$ cat src/hdl/jndc_pkg.sv
`timescale 1ns / 1ps

package jndc_pkg;

  localparam int unsigned DEPTH_BITS_DEFAULT = 8;
  localparam logic [7:0]  DEPTH_LIMIT_RESET  = 8'd64;

  localparam logic [7:0] CH_QUOTE     = 8'h22;
  localparam logic [7:0] CH_BACKSLASH = 8'h5C;
  localparam logic [7:0] CH_LBRACE    = 8'h7B;
  localparam logic [7:0] CH_RBRACE    = 8'h7D;
  localparam logic [7:0] CH_LBRACKET  = 8'h5B;
  localparam logic [7:0] CH_RBRACKET  = 8'h5D;

  typedef struct packed {
    logic [7:0] text_byte;
    logic       end_of_text;
  } text_beat_t;

endpackage

$ cat src/hdl/jndc_in_stage.sv
`timescale 1ns / 1ps

module jndc_in_stage (
  input  logic                clk_i,
  input  logic                rst_ni,
  input  logic                in_valid_i,
  output logic                in_ready_o,
  input  jndc_pkg::text_beat_t beat_i,
  input  logic                drain_ok_i,
  output logic                stage_fire_o,
  output jndc_pkg::text_beat_t beat_o
);
  import jndc_pkg::*;

  logic       valid_q;
  text_beat_t beat_q;
  logic       advance;

  // non-final bytes make no result and always move on
  assign advance      = !beat_q.end_of_text || drain_ok_i;
  assign stage_fire_o = valid_q && advance;
  assign in_ready_o   = !valid_q || advance;
  assign beat_o       = beat_q;

  always_ff @(posedge clk_i or negedge rst_ni) begin
    if (!rst_ni) begin
      valid_q <= 1'b0;
    end else if (in_ready_o) begin
      valid_q <= in_valid_i;
    end
  end

  always_ff @(posedge clk_i) begin
    if (in_ready_o && in_valid_i) begin
      beat_q <= beat_i;
    end
  end

endmodule

$ cat src/hdl/jndc_scan.sv
`timescale 1ns / 1ps

module jndc_scan #(
  parameter int unsigned DEPTH_BITS = jndc_pkg::DEPTH_BITS_DEFAULT
) (
  input  logic                 clk_i,
  input  logic                 rst_ni,
  input  logic                 fire_i,
  input  jndc_pkg::text_beat_t beat_i,
  input  logic [7:0]           depth_limit_i,
  output logic                 within_limit_o
);
  import jndc_pkg::*;

  localparam int unsigned CW = ((DEPTH_BITS > 8) ? DEPTH_BITS : 8) + 1;

  logic [DEPTH_BITS-1:0] depth_q, depth_d;
  logic                  in_str_q, in_str_d;
  logic                  esc_q, esc_d;
  logic                  rej_q, rej_d;
  logic [CW-1:0]         depth_inc;
  logic [CW-1:0]         limit_ext;
  logic [7:0]            b;

  assign b         = beat_i.text_byte;
  assign depth_inc = CW'(depth_q) + CW'(1);
  assign limit_ext = CW'(depth_limit_i);

  always_comb begin
    depth_d  = depth_q;
    in_str_d = in_str_q;
    esc_d    = esc_q;
    rej_d    = rej_q;
    if (!rej_q) begin
      if (in_str_q) begin
        if (esc_q) begin
          esc_d = 1'b0;
        end else if (b == CH_BACKSLASH) begin
          esc_d = 1'b1;
        end else if (b == CH_QUOTE) begin
          in_str_d = 1'b0;
        end
      end else if (b == CH_QUOTE) begin
        in_str_d = 1'b1;
      end else if (b inside {CH_LBRACE, CH_LBRACKET}) begin
        // counter full rejects even under a larger limit
        if ((depth_q == '1) || (depth_inc > limit_ext)) begin
          rej_d = 1'b1;
        end else begin
          depth_d = depth_inc[DEPTH_BITS-1:0];
        end
      end else if (b inside {CH_RBRACE, CH_RBRACKET}) begin
        if (depth_q != '0) begin
          depth_d = depth_q - DEPTH_BITS'(1);
        end
      end
    end
  end

  assign within_limit_o = !rej_d;

  always_ff @(posedge clk_i or negedge rst_ni) begin
    if (!rst_ni) begin
      depth_q  <= '0;
      in_str_q <= 1'b0;
      esc_q    <= 1'b0;
      rej_q    <= 1'b0;
    end else if (fire_i) begin
      if (beat_i.end_of_text) begin
        depth_q  <= '0;
        in_str_q <= 1'b0;
        esc_q    <= 1'b0;
        rej_q    <= 1'b0;
      end else begin
        depth_q  <= depth_d;
        in_str_q <= in_str_d;
        esc_q    <= esc_d;
        rej_q    <= rej_d;
      end
    end
  end

endmodule

$ cat src/hdl/jndc_out_stage.sv
`timescale 1ns / 1ps

module jndc_out_stage (
  input  logic clk_i,
  input  logic rst_ni,
  input  logic push_i,
  input  logic within_limit_i,
  output logic can_push_o,
  output logic out_valid_o,
  input  logic out_ready_i,
  output logic within_limit_o
);

  logic valid_q;
  logic data_q;

  assign can_push_o     = !valid_q || out_ready_i;
  assign out_valid_o    = valid_q;
  assign within_limit_o = data_q;

  always_ff @(posedge clk_i or negedge rst_ni) begin
    if (!rst_ni) begin
      valid_q <= 1'b0;
    end else if (can_push_o) begin
      valid_q <= push_i;
    end
  end

  always_ff @(posedge clk_i) begin
    if (can_push_o && push_i) begin
      data_q <= within_limit_i;
    end
  end

endmodule

$ cat src/hdl/json_nesting_depth_check.sv
`timescale 1ns / 1ps
// Channel  | Direction | Handshake              | Payload
// ---------+-----------+------------------------+------------------------------
// input    | in        | in_valid_i/in_ready_o  | text_byte_i, end_of_text_i
// result   | out       | out_valid_o/out_ready_i| within_limit_o
// config   | in        | cfg_we_i (no wait)     | cfg_wdata_i = depth_limit
//
// One byte per cycle sustained while the result is not stalled. A final byte
// goes into the input register, then through the scan logic straight into the
// result register, which then presents its result beat.
// Reset (async, active low) clears the scan state and both valid flags, and
// sets depth_limit to 64. A stalled result holds only final bytes back; other
// bytes keep flowing since they produce no result.

module json_nesting_depth_check #(
  parameter int unsigned DEPTH_BITS = jndc_pkg::DEPTH_BITS_DEFAULT
) (
  input  logic       clk_i,
  input  logic       rst_ni,
  input  logic       in_valid_i,
  output logic       in_ready_o,
  input  logic [7:0] text_byte_i,
  input  logic       end_of_text_i,
  output logic       out_valid_o,
  input  logic       out_ready_i,
  output logic       within_limit_o,
  input  logic       cfg_we_i,
  input  logic [7:0] cfg_wdata_i
);
  import jndc_pkg::*;

  text_beat_t in_beat;
  text_beat_t stage_beat;
  logic       stage_fire;
  logic       can_push;
  logic       scan_within;
  logic [7:0] depth_limit_q;

  assign in_beat.text_byte   = text_byte_i;
  assign in_beat.end_of_text = end_of_text_i;

  // limit register; the user must write it only while the block is idle (not enforced)
  always_ff @(posedge clk_i or negedge rst_ni) begin
    if (!rst_ni) begin
      depth_limit_q <= DEPTH_LIMIT_RESET;
    end else if (cfg_we_i) begin
      depth_limit_q <= cfg_wdata_i;
    end
  end

  // input register: lets non-final bytes flow past result stalls
  jndc_in_stage u_in (
    .clk_i        (clk_i),
    .rst_ni       (rst_ni),
    .in_valid_i   (in_valid_i),
    .in_ready_o   (in_ready_o),
    .beat_i       (in_beat),
    .drain_ok_i   (can_push),
    .stage_fire_o (stage_fire),
    .beat_o       (stage_beat)
  );

  // string/escape tracking, depth counter, reject flag
  jndc_scan #(
    .DEPTH_BITS (DEPTH_BITS)
  ) u_scan (
    .clk_i          (clk_i),
    .rst_ni         (rst_ni),
    .fire_i         (stage_fire),
    .beat_i         (stage_beat),
    .depth_limit_i  (depth_limit_q),
    .within_limit_o (scan_within)
  );

  // result register: loaded only by a final byte
  jndc_out_stage u_out (
    .clk_i          (clk_i),
    .rst_ni         (rst_ni),
    .push_i         (stage_fire && stage_beat.end_of_text),
    .within_limit_i (scan_within),
    .can_push_o     (can_push),
    .out_valid_o    (out_valid_o),
    .out_ready_i    (out_ready_i),
    .within_limit_o (within_limit_o)
  );

endmodule

$ cat config.mk
export PLATFORM = sky130hd
export DESIGN_NAME = json_nesting_depth_check
export DESIGN_NICKNAME = d
export VERILOG_FILES = /design/src/hdl/jndc_pkg.sv /design/src/hdl/jndc_in_stage.sv /design/src/hdl/jndc_scan.sv /design/src/hdl/jndc_out_stage.sv /design/src/hdl/json_nesting_depth_check.sv
export SDC_FILE = /design/constraint.sdc
export NUM_CORES = 1
export LEC_CHECK = 0
export ABC_CLOCK_PERIOD_IN_PS = 6900
export BUFFER_PORTS_ARGS = -buffer_cell sky130_fd_sc_hd__clkbuf_2
export CAP_MARGIN = 20
export CELL_PAD_IN_SITES_DETAIL_PLACEMENT = 1
export CELL_PAD_IN_SITES_GLOBAL_PLACEMENT = 1
export CORE_UTILIZATION = 48
export DETAILED_ROUTE_END_ITERATION = 6
export GPL_TIMING_DRIVEN = 0
export PLACE_DENSITY_LB_ADDON = 0.25
export SYNTH_ARGS = -nofsm -noshare
export SYNTH_HDL_FRONTEND = slang
export SYNTH_SLANG_ARGS = --single-unit
$ cat constraint.sdc
create_clock -name clk_i -period 6.9 [get_ports clk_i]
set_input_delay 0 -clock clk_i [delete_from_list [all_inputs] [get_ports clk_i]]
set_output_delay 0 -clock clk_i [all_outputs]
set_load 0.01 [all_outputs]
======== Word level (Yosys, flattened, before mapping) ========
Cells that the tools add are included.
cells by class
  $add $sub $neg .......................... 2
  magnitude comparators ................... 1
  equal/unequal tests ..................... 11
  multiplexer cells ....................... 26
  reductions and logical operators ........ 21
operator list
  kind                                                                   number
  8-bit two-way mux                                                      8
  8-bit by 7-bit equality test with 1-bit output, second input constant  5
  1-bit two-way mux                                                      18
  8-bit by 1-bit adder with 9-bit output, second input constant          1
  9-bit by 8-bit > comparator with 1-bit output                          1
  8-bit by 6-bit equality test with 1-bit output, second input constant  1
  8-bit equality test, second input constant                             1
  8-bit nonzero test                                                     1
  8-bit by 1-bit subtractor with 8-bit output, second input constant     1
  7-bit AND reduction                                                    1
  2-bit != test, second input constant                                   3
  2-bit nonzero test                                                     3
  3-bit nonzero test                                                     2
  1-bit logical AND                                                      4
  1-bit zero test                                                        4
  1-bit logical OR                                                       4
  3-bit != test, second input constant                                   1
  3-bit AND reduction                                                    1
  2-bit AND reduction                                                    1
word-level totals
  register bits ........................... 31
  input port bits ......................... 22
  output and inout port bits .............. 3
  logic and storage cells ................. 71

======== Depth between registers and ports, before layout ========
Gate-level depths: netlist of the first run.
  word-level depth ........................ 9
  depth in mapped cells ................... 13
  gate-level depth less buffers ........... 11

======== Hierarchy ========
From an unflattened synthesis of the first run, not the netlist that was laid out.
second synthesis, totals
  cells, all modules ...................... 189
  area, all modules ....................... 2043.2 µm²
by module, submodules not included
  module                    times used  cells an instance  area each (µm²)  seq. area each (µm²)
  jndc_scan                 1           151                1278.7           275.3
  jndc_in_stage             1           15                 341.6            295.3
  json_nesting_depth_check  1           18                 339.1            201.4
  jndc_out_stage            1           5                  83.8             55.1

======== Least setup slack after synthesis of the first run ========
Ideal clock, no wire load.
  kind .................................... register to register
  start point ............................. reg u_scan.depth_q[2]
  end point ............................... reg u_scan.depth_q[5]
  setup time .............................. 0.135 ns
  data arrival time ....................... 2.489 ns
  path slack .............................. 4.276 ns
  cell stages (with the launch flop) ...... 14
  period minus slack after synthesis ...... 2.624 ns
  cells stage by stage .................... dfrtp_1 > buf_6 > and3_1 > and3_1 > nand3_1 > xnor2_1 > ha_1 > nand3_1 > or3_1 > o211ai_1 > nand3_2 > buf_6 > o21ai_0 > o31ai_1
between the ends
  cells in the longest elaborated chain, start to end .. 8
  elaborated cells between the ends (all ways) .. 17
RTL lines
  element                                                                                         RTL line         source
  start: declaration                                                                              jndc_scan.sv:17  logic [DEPTH_BITS-1:0] depth_q, depth_d;
  start signal: assignment                                                                        jndc_scan.sv:75  depth_q <= depth_d;
  parallel branches: the longest is 8 deep, another holds 8-bit by 1-bit adder with 9-bit output  n/a
Several ways; the timed one is not identified. The select of a mux whose other input is x is not followed.
A chain may end at the register's enable or synchronous reset.

======== Final worst setup path of the first run ========
  start point ............................. reg u_scan.depth_q[0]
  end point ............................... reg u_scan.depth_q[3]
Same word-level chain as after synthesis.

==> reports/qor.txt, run 1 <==
status - finished, final reports clean
synthesized area per cell - 9.84 um2
RSZ-0062 raised after global routing - false
Via density - 5.86
CTS root buffer - clkbuf_8
Placeable Area - 3690 um2
vias in the first global route - 1903
startpoint types - register
max incr delay on CP - 0.46 ns
hpwl dp - 3.61 mm
initial antenna violation count - 0
CTS H-tree lvls - 2
# rows - 22
Total Die Area - 4150 um2
Antenna Violating Nets Remaining - 0
largest net degree at the start of global routing - 22
crit path cell chain - and3_1 -> and3_1 -> nand3_1 -> xnor2_1 -> ha_1 -> nand3_1 -> or3_1 -> o211ai_1 -> nand3_2 -> buf_6 -> o21ai_0 -> o41ai_1
synthesized flop and latch total - 31
Die Span Y - 64.4 um
grt ovf - 0
Gate Count Post-Synth - 190
Non-Filler Instances - 290
R2R Path End - u_scan.depth_q[3]
Max-slew headroom - 59.2%
leakage - 1.04 nW
Pins Over Slew Limit - 0
GRT Total Usage - 30.9%
# IOs - 25
crit-path max FO - 10
fmax - 0.317 GHz
antenna cells - 0
path depth of the worst reg2reg path - 12
kind of critical path - reg2reg
worst hold path depth - 3
Die X - 64.4 um
Worst R2R Start - u_scan.depth_q[0]
DR vias - 1698
CP arrival - 3.31 ns
CTS Sinks - 31
Worst-Margin Slew - 0.606 ns
WP data required - 7.06 ns
ys flop type - dfrtp_1
min-delay worst type - in2reg
register area share after synthesis - 44.2%
period utilization - 45.7%
Syn Nets - 223
pwr dens - 281 nW/um2
Fill cells - 420
CTS tree - yes
total power - 0.000656 W
Hold Crit Start - cfg_we_i
Post-synth EDFFs - 10
Post-CTS Setup Inserts - 0
final WL - 5.61 mm
Port Buffers - 24
drt pass-1 iters - 4
setup TNS - 0 ns
Util after Layout - 63.4%
R2R Setup Slk - 3.75 ns
fin nets - 274
Distinct cells, synth - 48
Starting Density - 50.7%
layout cells sized above 1 - 21.5%
final setup margin - 3.75 ns
Peak VDD IR - 0.161 mV
CTS Buf Count - 5
dpl ws - 3.84 ns
gp weighted congestion - 0.894
Clock Latency Late Sink - 0.30 ns
synthesized area - 1870 um2
# DRC - 0
Crit. End Element - register
Clock Skews - 0.00477 ns
slowest CP cell - dfrtp_1
WHS Endpoint - depth_limit_q[7]
Area Growth Syn to Fin - 25.1%
drt wl/cell - 19.3 um
maximum clock path buffer count - 2
Fin. Hold Viols - 0
wire length of the first global-routing pass - 9.28 mm
synth warn - 0
ys async rst share - 67.7%
DR iter-0 viols - 69
max-capacitance violation count - 0
clock slew at reported path FFs - 0.07 ns
setup violators final - 0
Placed Cells - 262
Tmin final - 3.15 ns
report_power, final:
group | total (W) | internal, W | leakage (nW) | switching, W
logic | 0.000270 | 0.000117 | 0.645 | 0.000153
registers | 0.000237 | 0.000215 | 0.358 | 0.0000219
clock network | 0.000149 | 0.0000701 | 0.0402 | 0.0000792
critical path: cells and delay by family (launching register included):
kind / cells / cell delay, ns
flops: 1 / 0.46
buf+inv: 1 / 0.21
fa+ha+maj: 1 / 0.32
compound gates: 3 / 0.42
xor+xnor: 1 / 0.18
simple gates: 6 / 1.42
routing by layer:
metal	GRT usage, %	share of wire, %	routed length [um]	up-vias
met4	16.9	4.3	242	0
li1	-	-	-	781
met5	0	0	0	-
met2	58.9	56	3120	55
met3	6.87	4.1	228	20
met1	30.5	36	2020	842
area by class of cell:
cell class	instances	area [um2]	area share, %
clock buffers	5	68.8	2.94
well taps	48	60.1	2.57
multi-input cells	135	926	39.6
repair buffers	44	320	13.7
plain buffers	10	65.1	2.78
inverters	14	52.6	2.25
clock inverters	3	20.0	0.856
flip-flops and latches	31	827	35.3
cells in the mapped netlist, types with 2 or more instances:
| library cell | instances | area (um2) |
|---|---|---|
| dfrtp_1 | 20 | 500 |
| nand2b_1 | 5 | 31.3 |
| nor2_1 | 6 | 22.5 |
| nand2_1 | 16 | 60.1 |
| inv_1 | 14 | 52.6 |
| o31ai_1 | 3 | 22.5 |
| and2_1 | 2 | 12.5 |
| clkbuf_1 | 3 | 11.3 |
| nor2b_1 | 4 | 25.0 |
| or2_2 | 2 | 12.5 |
| ha_1 | 11 | 138 |
| or3_1 | 2 | 12.5 |
| xor2_1 | 4 | 35.0 |
| buf_2 | 4 | 20.0 |
| nor3_1 | 5 | 25.0 |
| and3_1 | 4 | 25.0 |
| a211oi_1 | 2 | 15.0 |
| nand3_1 | 10 | 50.1 |
| edfxtp_1 | 10 | 300 |
| xnor2_1 | 4 | 35.0 |
| a21o_1 | 2 | 15.0 |
| a21oi_1 | 8 | 40.0 |
| o21ai_0 | 16 | 80.1 |
| a31oi_1 | 4 | 25.0 |
| nor4_1 | 3 | 18.8 |
| mux2_2 | 2 | 22.5 |
| buf_6 | 3 | 33.8 |
repair_timing:
action,in CTS,in global routing
hold endpoints to repair,38,0
hold buffers,20,0
gates resized for setup,0,0
metrics by stage:
stage | hold WS [ns] | area [um2]
6_report | 0.0130 | 2340
5_1_grt | 0.0455 | 2340
4_1_cts | 0.0148 | 2340
3_5_place_dp | 0.0117 | 2050
3_3_place_gp | 0.00892 | 2050
2_1_floorplan | -0.296 | 1870
state kept, by name (all words and copies together) (netlist names):
signal,count
u_out.out_valid_o,1
u_out.within_limit_o,1
u_in.beat_o,9
u_in.valid_q,1
u_scan.esc_q,1
depth_limit_q,8
u_scan.rej_q,1
u_scan.depth_q,8
u_scan.in_str_q,1
placed cells by master, fill, tap and decap left out, types with 3 or more instances in the layout:
master / instances
nor3_1: 5
o21ai_0: 16
and3_1: 4
xor2_1: 4
xnor2_1: 4
dfrtp_1: 20
o31ai_1: 3
edfxtp_1: 10
clkbuf_1: 3
a31oi_1: 4
buf_6: 3
nor2b_1: 4
dlygate4sd3_1: 20
buf_2: 4
nor4_1: 3
inv_1: 14
clkbuf_8: 5
clkbuf_2: 24
a21oi_1: 8
nand2b_1: 5
nor2_1: 6
nand2_1: 16
nand3_1: 10
ha_1: 11
worst max path at each step:
stage	from	end	slack, ns	depth (start not counted)
after floorplan	u_scan.depth_q[2]	u_scan.depth_q[5]	4.28	13
after global placement	u_scan.depth_q[0]	u_scan.depth_q[5]	3.98	12
after detailed placement	u_scan.depth_q[0]	u_scan.depth_q[3]	3.84	12
after CTS	u_scan.depth_q[0]	u_scan.depth_q[3]	3.81	12
after global routing	u_scan.depth_q[0]	u_scan.depth_q[3]	3.57	12
final	u_scan.depth_q[0]	u_scan.depth_q[3]	3.75	12
kinds of logic after synthesis:
group / Yosys count / share of synthesized area, %
AO/OA/AOI/OAI: 46 / 16.3
XOR/XNOR: 8 / 3.75
adder cells (fa/ha/maj): 11 / 7.36
buffers and inverters: 24 / 6.29
flip-flops: 31 / 44.2
multiplexers: 2 / 1.20
AND/OR/NAND/NOR: 68 / 20.9
Note: power is estimated with default switching activity, not from simulation.
==> run 2, diff against run 1 <==
--- a/config.mk
+++ b/config.mk
@@ -5,12 +5,12 @@
 export SDC_FILE = /design/constraint.sdc
 export NUM_CORES = 1
 export LEC_CHECK = 0
-export ABC_CLOCK_PERIOD_IN_PS = 6900
+export ABC_CLOCK_PERIOD_IN_PS = 3300
 export BUFFER_PORTS_ARGS = -buffer_cell sky130_fd_sc_hd__clkbuf_2
 export CAP_MARGIN = 20
 export CELL_PAD_IN_SITES_DETAIL_PLACEMENT = 1
 export CELL_PAD_IN_SITES_GLOBAL_PLACEMENT = 1
-export CORE_UTILIZATION = 48
+export CORE_UTILIZATION = 44
 export DETAILED_ROUTE_END_ITERATION = 6
 export GPL_TIMING_DRIVEN = 0
 export PLACE_DENSITY_LB_ADDON = 0.25
==> constraint.sdc (replaced) <==
create_clock -name clk_i -period 3.3 [get_ports clk_i]
set_input_delay 0 -clock clk_i [delete_from_list [all_inputs] [get_ports clk_i]]
set_output_delay 0 -clock clk_i [all_outputs]
set_load 0.01 [all_outputs]
==> reports/qor.txt, run 2 (synthesis results as in run 1) <==
# rows - 23 (was 22)
Hold Crit Start - cfg_we_i (unchanged)
drt wl/cell - 17.4 um (was 19.3 um)
CTS Sinks - 31 (unchanged)
crit-path max FO - 7 (was 10)
max incr delay on CP - 0.45 ns (was 0.46 ns)
commonest non-fill, non-tap cell in the layout - clkbuf_2 (unchanged)
post-CTS sizing - 0 (unchanged)
Starting Density - 46.4% (was 50.7%)
Die Span Y - 67.2 um (was 64.4 um)
kind of critical path - reg2reg (unchanged)
startpoint types - register (unchanged)
path depth of the worst reg2reg path - 11 (was 12)
setup TNS - 0 ns (unchanged)
Via density - 5.65 (was 5.86)
drt pass-1 iters - 4 (unchanged)
layout cells sized above 1 - 20.8% (was 21.5%)
Crit. End Element - register (unchanged)
Fill cells - 459 (was 420)
worst hold path depth - 3 (unchanged)
Max-slew headroom - 60.8% (was 59.2%)
CP arrival - 3.24 ns (was 3.31 ns)
Pins Over Slew Limit - 0 (unchanged)
Tmin final - 3.05 ns (was 3.15 ns)
gp weighted congestion - 0.854 (was 0.894)
GRT Total Usage - 26.5% (was 30.9%)
slowest CP cell - dfrtp_1 (unchanged)
Port Buffers - 24 (unchanged)
# IOs - 25 (unchanged)
largest net degree at the start of global routing - 22 (unchanged)
DR vias - 1667 (was 1698)
WHS Endpoint - depth_limit_q[2] (was depth_limit_q[7])
CTS H-tree lvls - 2 (unchanged)
Worst R2R Start - u_scan.depth_q[0] (unchanged)
maximum clock path buffer count - 2 (unchanged)
hpwl dp - 3.53 mm (was 3.61 mm)
Area Growth Syn to Fin - 26.1% (was 25.1%)
leakage - 1.06 nW (was 1.04 nW)
Clock Latency Late Sink - 0.29 ns (was 0.30 ns)
Fin. Hold Viols - 0 (unchanged)
R2R Setup Slk - 0.25 ns (was 3.75 ns)
final WL - 5.15 mm (was 5.61 mm)
Total Die Area - 4520 um2 (was 4150 um2)
clock slew at reported path FFs - 0.07 ns (about the same)
Die X - 67.2 um (was 64.4 um)
Antenna Violating Nets Remaining - 0 (unchanged)
min-delay worst type - in2reg (unchanged)
wire length of the first global-routing pass - 8.43 mm (was 9.28 mm)
max reg flops - 9 (unchanged)
Clock Skews - 0.00802 ns (was 0.00477 ns)
# DRC - 0 (unchanged)
WP data required - 3.48 ns (was 7.06 ns)
RSZ-0062 raised after global routing - false (unchanged)
vias in the first global route - 1780 (was 1903)
final hold slack - 0.0113 ns (was 0.0130 ns)
Placeable Area - 4030 um2 (was 3690 um2)
initial antenna violation count - 0 (unchanged)
fmax - 0.327 GHz (was 0.317 GHz)
period utilization - 92.5% (was 45.7%)
CTS root buffer - clkbuf_8 (unchanged)
grt ovf - 0 (unchanged)
fin nets - 277 (was 274)
CTS Buf Count - 5 (unchanged)
crit path cell chain - and3_1 -> and3_1 -> nand3_1 -> xnor2_1 -> ha_1 -> nand3_1 -> or3_1 -> o211ai_1 -> nand3_2 -> buf_4 -> o41ai_1 (was and3_1 -> and3_1 -> nand3_1 -> xnor2_1 -> ha_1 -> nand3_1 -> or3_1 -> o211ai_1 -> nand3_2 -> buf_6 -> o21ai_0 -> o41ai_1)
status - finished, final reports clean (unchanged)
most frequent cells in the layout - clkbuf_2, dlygate4sd3_1, dfrtp_1 (was clkbuf_2, dfrtp_1, dlygate4sd3_1)
DR iter-0 viols - 84 (was 69)
pwr dens - 569 nW/um2 (was 281 nW/um2)
Peak VDD IR - 0.296 mV (was 0.161 mV)
setup violators final - 0 (unchanged)
antenna cells - 0 (unchanged)
max-capacitance violation count - 0 (unchanged)
R2R Path End - u_scan.depth_q[3] (unchanged)
CTS tree - yes (unchanged)
Worst-Margin Slew - 0.583 ns (was 0.606 ns)
-- run 2: cell types whose count changed in the layout (fill, tap and decap cells not counted), sizes merged --
cell         delta
dlygate4sd3     +1
clkinvlp        -2
clkbuf          +1
buf             +2
clkinv          +1
-- run 2: per-layer routing --
metal	global-route usage [%]	part of all wire, %	routed length (um)
met4	13.3	3.2	166
met5	0	0	0
met1	28.3	42	2140
met3	6.76	3.3	171
met2	48.0	52	2670
-- run 2: worst max path at each step --
stage | slack (ns) | to | startpoint | cells after the start
finish | 0.25 | u_scan.depth_q[3] | u_scan.depth_q[0] | 11
global route | 0.05 | u_scan.depth_q[5] | u_scan.depth_q[2] | 13
CTS | 0.19 | u_scan.depth_q[5] | u_scan.depth_q[0] | 12
detailed placement | 0.23 | u_scan.depth_q[5] | u_scan.depth_q[0] | 12
global placement | 0.33 | u_scan.depth_q[5] | u_scan.depth_q[0] | 12
floorplan | 0.68 | u_scan.depth_q[5] | u_scan.depth_q[2] | 13
-- run 2: worst max-delay path, delay by kind of cell, from the launching register on --
kind            cells  cell delay [ns]
buf+inv             1             0.19
simple gates        6             1.33
xor+xnor            1             0.17
flops               1             0.45
compound gates      2             0.46
fa+ha+maj           1             0.33
-- run 2: power by group --
| part | total [W] | internal [W] | leakage (nW) | switching (W) |
|---|---|---|---|---|
| Sequential | 0.000492 | 0.000450 | 0.358 | 0.0000416 |
| Clock | 0.000288 | 0.000144 | 0.0403 | 0.000145 |
| Combinational | 0.000562 | 0.000246 | 0.657 | 0.000316 |
-- run 2: timing repair --
| item | in CTS | in global routing |
|---|---|---|
| setup buffers | 0 | 2 |
| setup endpoints to repair | 0 | 1 |
| endpoints found under the hold margin | 38 | 0 |
| hold buffers | 21 | 0 |
-- run 2: final cells by class --
cell class | instances | area [um2] | share of cell area, %
multi-input cells | 135 | 926 | 39.3
flip-flops and latches | 31 | 827 | 35.1
repair buffers | 47 | 345 | 14.6
clock buffers | 6 | 72.6 | 3.08
plain buffers | 10 | 65.1 | 2.76
well taps | 50 | 62.6 | 2.65
inverters | 14 | 52.6 | 2.23
clock inverters | 2 | 7.51 | 0.318
-- run 2: through the flow --
stage	total power [W]	utilization (%)	setup WS (ns)	std cells	instance area (um2)
after floorplan	0.000882	-	0.676	190	1870
after global placement	0.000978	51.0	0.334	264	2050
after detailed placement	0.00102	51.0	0.235	264	2050
after CTS	0.00133	58.2	0.188	293	2340
after global routing	0.00143	58.5	0.0482	295	2360
final	0.00134	58.5	0.246	295	2360
==> run 3, diff against run 2 <==
--- a/config.mk
+++ b/config.mk
@@ -6,12 +6,14 @@
 export NUM_CORES = 1
 export LEC_CHECK = 0
 export ABC_CLOCK_PERIOD_IN_PS = 3300
-export BUFFER_PORTS_ARGS = -buffer_cell sky130_fd_sc_hd__clkbuf_2
 export CAP_MARGIN = 20
 export CELL_PAD_IN_SITES_DETAIL_PLACEMENT = 1
 export CELL_PAD_IN_SITES_GLOBAL_PLACEMENT = 1
-export CORE_UTILIZATION = 44
+export CORE_UTILIZATION = 50
+export CTS_BUF_LIST = sky130_fd_sc_hd__clkbuf_4
 export DETAILED_ROUTE_END_ITERATION = 6
+export DONT_BUFFER_PORTS = 1
+export GPL_ROUTABILITY_DRIVEN = 0
 export GPL_TIMING_DRIVEN = 0
 export PLACE_DENSITY_LB_ADDON = 0.25
 export SYNTH_ARGS = -nofsm -noshare
==> reports/qor.txt, run 3 (synthesis results as in run 1) <==
leakage - 0.971 nW (was 1.06 nW)
# IOs - 25 (unchanged)
hpwl dp - 3.29 mm (was 3.53 mm)
Fin. Hold Viols - 4 (was 0)
Non-Filler Instances - 266 (was 295)
startpoint types - register (unchanged)
Tmin final - 3.18 ns (was 3.05 ns)
# DRC - 0 (unchanged)
kind of critical path - reg2reg (unchanged)
Worst Path Buf+Inv - 1 (unchanged)
path depth of the worst reg2reg path - 12 (was 11)
final hold slack - -0.0230 ns (was 0.0113 ns)
Worst R2R Start - u_scan.depth_q[0] (unchanged)
Pins Over Slew Limit - 0 (unchanged)
fin nets - 252 (was 277)
crit-path max FO - 10 (was 7)
Post-DP Area - 1930 um2 (was 2050 um2)
Post-CTS Setup Inserts - 0 (unchanged)
Clock Skews - 0.0167 ns (was 0.00802 ns)
slowest CP cell - dfrtp_1 (unchanged)
pwr dens - 629 nW/um2 (was 569 nW/um2)
drt wl/cell - 19.7 um (was 17.4 um)
CTS H-tree lvls - 2 (unchanged)
Total Die Area - 3990 um2 (was 4520 um2)
Die X - 63.2 um (was 67.2 um)
crit path cell chain - and3_1 -> and3_1 -> nand3_1 -> xnor2_1 -> ha_1 -> nand3_1 -> or3_1 -> o211ai_1 -> nand3_2 -> buf_6 -> o21ai_0 -> o31ai_1 (was and3_1 -> and3_1 -> nand3_1 -> xnor2_1 -> ha_1 -> nand3_1 -> or3_1 -> o211ai_1 -> nand3_2 -> buf_4 -> o41ai_1)
R2R Setup Slk - 0.12 ns (was 0.25 ns)
grt ovf - 0 (unchanged)
max reg flops - 9 (unchanged)
post-CTS sizing - 0 (unchanged)
Area Growth Syn to Fin - 21.4% (was 26.1%)
Placed Cells - 236 (was 264)
# rows - 21 (was 23)
count of hold-fix buffers inserted at cts - 21 (unchanged)
layout cells sized above 1 - 13.2% (was 20.8%)
vias in the first global route - 1750 (was 1780)
final WL - 5.23 mm (was 5.15 mm)
commonest non-fill, non-tap cell in the layout - dlygate4sd3_1 (was clkbuf_2)
CTS tree - yes (unchanged)
most frequent cells in the layout - dlygate4sd3_1, dfrtp_1, nand2_1, o21ai_0, inv_1 (was clkbuf_2, dlygate4sd3_1, dfrtp_1)
Antenna Violating Nets Remaining - 0 (unchanged)
CTS root buffer - clkbuf_4 (was clkbuf_8)
max-capacitance violation count - 0 (unchanged)
initial antenna violation count - 0 (unchanged)
Via density - 5.88 (was 5.65)
period utilization - 96.4% (was 92.5%)
wire length of the first global-routing pass - 8.39 mm (was 8.43 mm)
Die Span Y - 63.2 um (was 67.2 um)
setup violators final - 0 (unchanged)
Worst-Margin Slew - 0.710 ns (was 0.583 ns)
WP data required - 3.52 ns (was 3.48 ns)
GRT Total Usage - 28.1% (was 26.5%)
status - complete, but fails checks (was finished, final reports clean)
fmax - 0.314 GHz (was 0.327 GHz)
storage element area - 827 um2 (unchanged)
R2R Path End - u_scan.depth_q[5] (was u_scan.depth_q[3])
DR iter-0 viols - 66 (was 84)
violated checks - negative hold slack
drt pass-1 iters - 4 (unchanged)
Port Buffers - 0 (was 24)
RSZ-0062 raised after global routing - false (unchanged)
antenna cells - 0 (unchanged)
CTS Buf Count - 5 (unchanged)
CTS Sinks - 31 (unchanged)
Crit. End Element - register (unchanged)
max incr delay on CP - 0.49 ns (was 0.45 ns)
DR vias - 1563 (was 1667)
Clock Latency Late Sink - 0.35 ns (was 0.29 ns)
setup TNS - 0 ns (unchanged)
Multi-input gate area - 926 um2 (unchanged)
clock slew at reported path FFs - 0.12 ns (was 0.07 ns)
min-delay worst type - in2async (was in2reg)
largest net degree at the start of global routing - 22 (unchanged)
CP arrival - 3.41 ns (was 3.24 ns)
Placeable Area - 3470 um2 (was 4030 um2)
Non-Filler Cell Area, Final - 2270 um2 (was 2360 um2)
CP top delay family - simple AND/OR/NAND/NOR gates (unchanged)
Fill cells - 395 (was 459)
maximum clock path buffer count - 2 (unchanged)
Peak VDD IR - 0.354 mV (was 0.296 mV)
Starting Density - 53.9% (was 46.4%)
Max-slew headroom - 52.2% (was 60.8%)
==> run 3: report_power, final <==
part           internal [W]  switching [W]  total [W]  leakage, nW
Combinational      0.000237       0.000313   0.000550        0.562
Clock              0.000235       0.000148   0.000383       0.0514
Sequential         0.000449      0.0000458   0.000495        0.358
Total              0.000922       0.000506    0.00143        0.971
==> run 3: area by class of cell <==
type,count,area share [%]
clock buffers,5,1.65
flip-flops and latches,31,36.4
multi-input cells,135,40.8
inverters,14,2.31
plain buffers,10,2.87
repair buffers,22,10.5
well taps,46,2.53
clock inverters,3,2.98
==> run 3: routing by layer <==
layer  vias to the layer above  wire length (um)  global-route usage (%)
met4                         0                94                    9.30
li1                        741                 -                       -
met3                         9               156                    4.17
met5                         -                 0                       0
met1                       784              2090                    30.5
met2                        29              2890                    54.6
==> run 3: worst max-delay path by stage <==
stage / endpoint / start / cells after the start
3_3_place_gp: u_scan.depth_q[5] / u_scan.depth_q[0] / 12
3_5_place_dp: u_scan.depth_q[5] / u_scan.depth_q[2] / 13
4_1_cts: u_scan.depth_q[5] / u_scan.depth_q[0] / 12
6_report: u_scan.depth_q[5] / u_scan.depth_q[0] / 12
2_1_floorplan: u_scan.depth_q[5] / u_scan.depth_q[2] / 13
5_1_grt: u_scan.depth_q[3] / u_scan.depth_q[0] / 12
==> run 3: per-stage QoR <==
step,util [%],setup slack [ns],total power (W)
after floorplan,-,0.676,0.000882
after global placement,55.6,0.354,0.000956
after detailed placement,55.6,0.264,0.00100
after CTS,64.7,0.224,0.00141
after global routing,65.5,0.0217,0.00151
final,65.5,0.118,0.00143
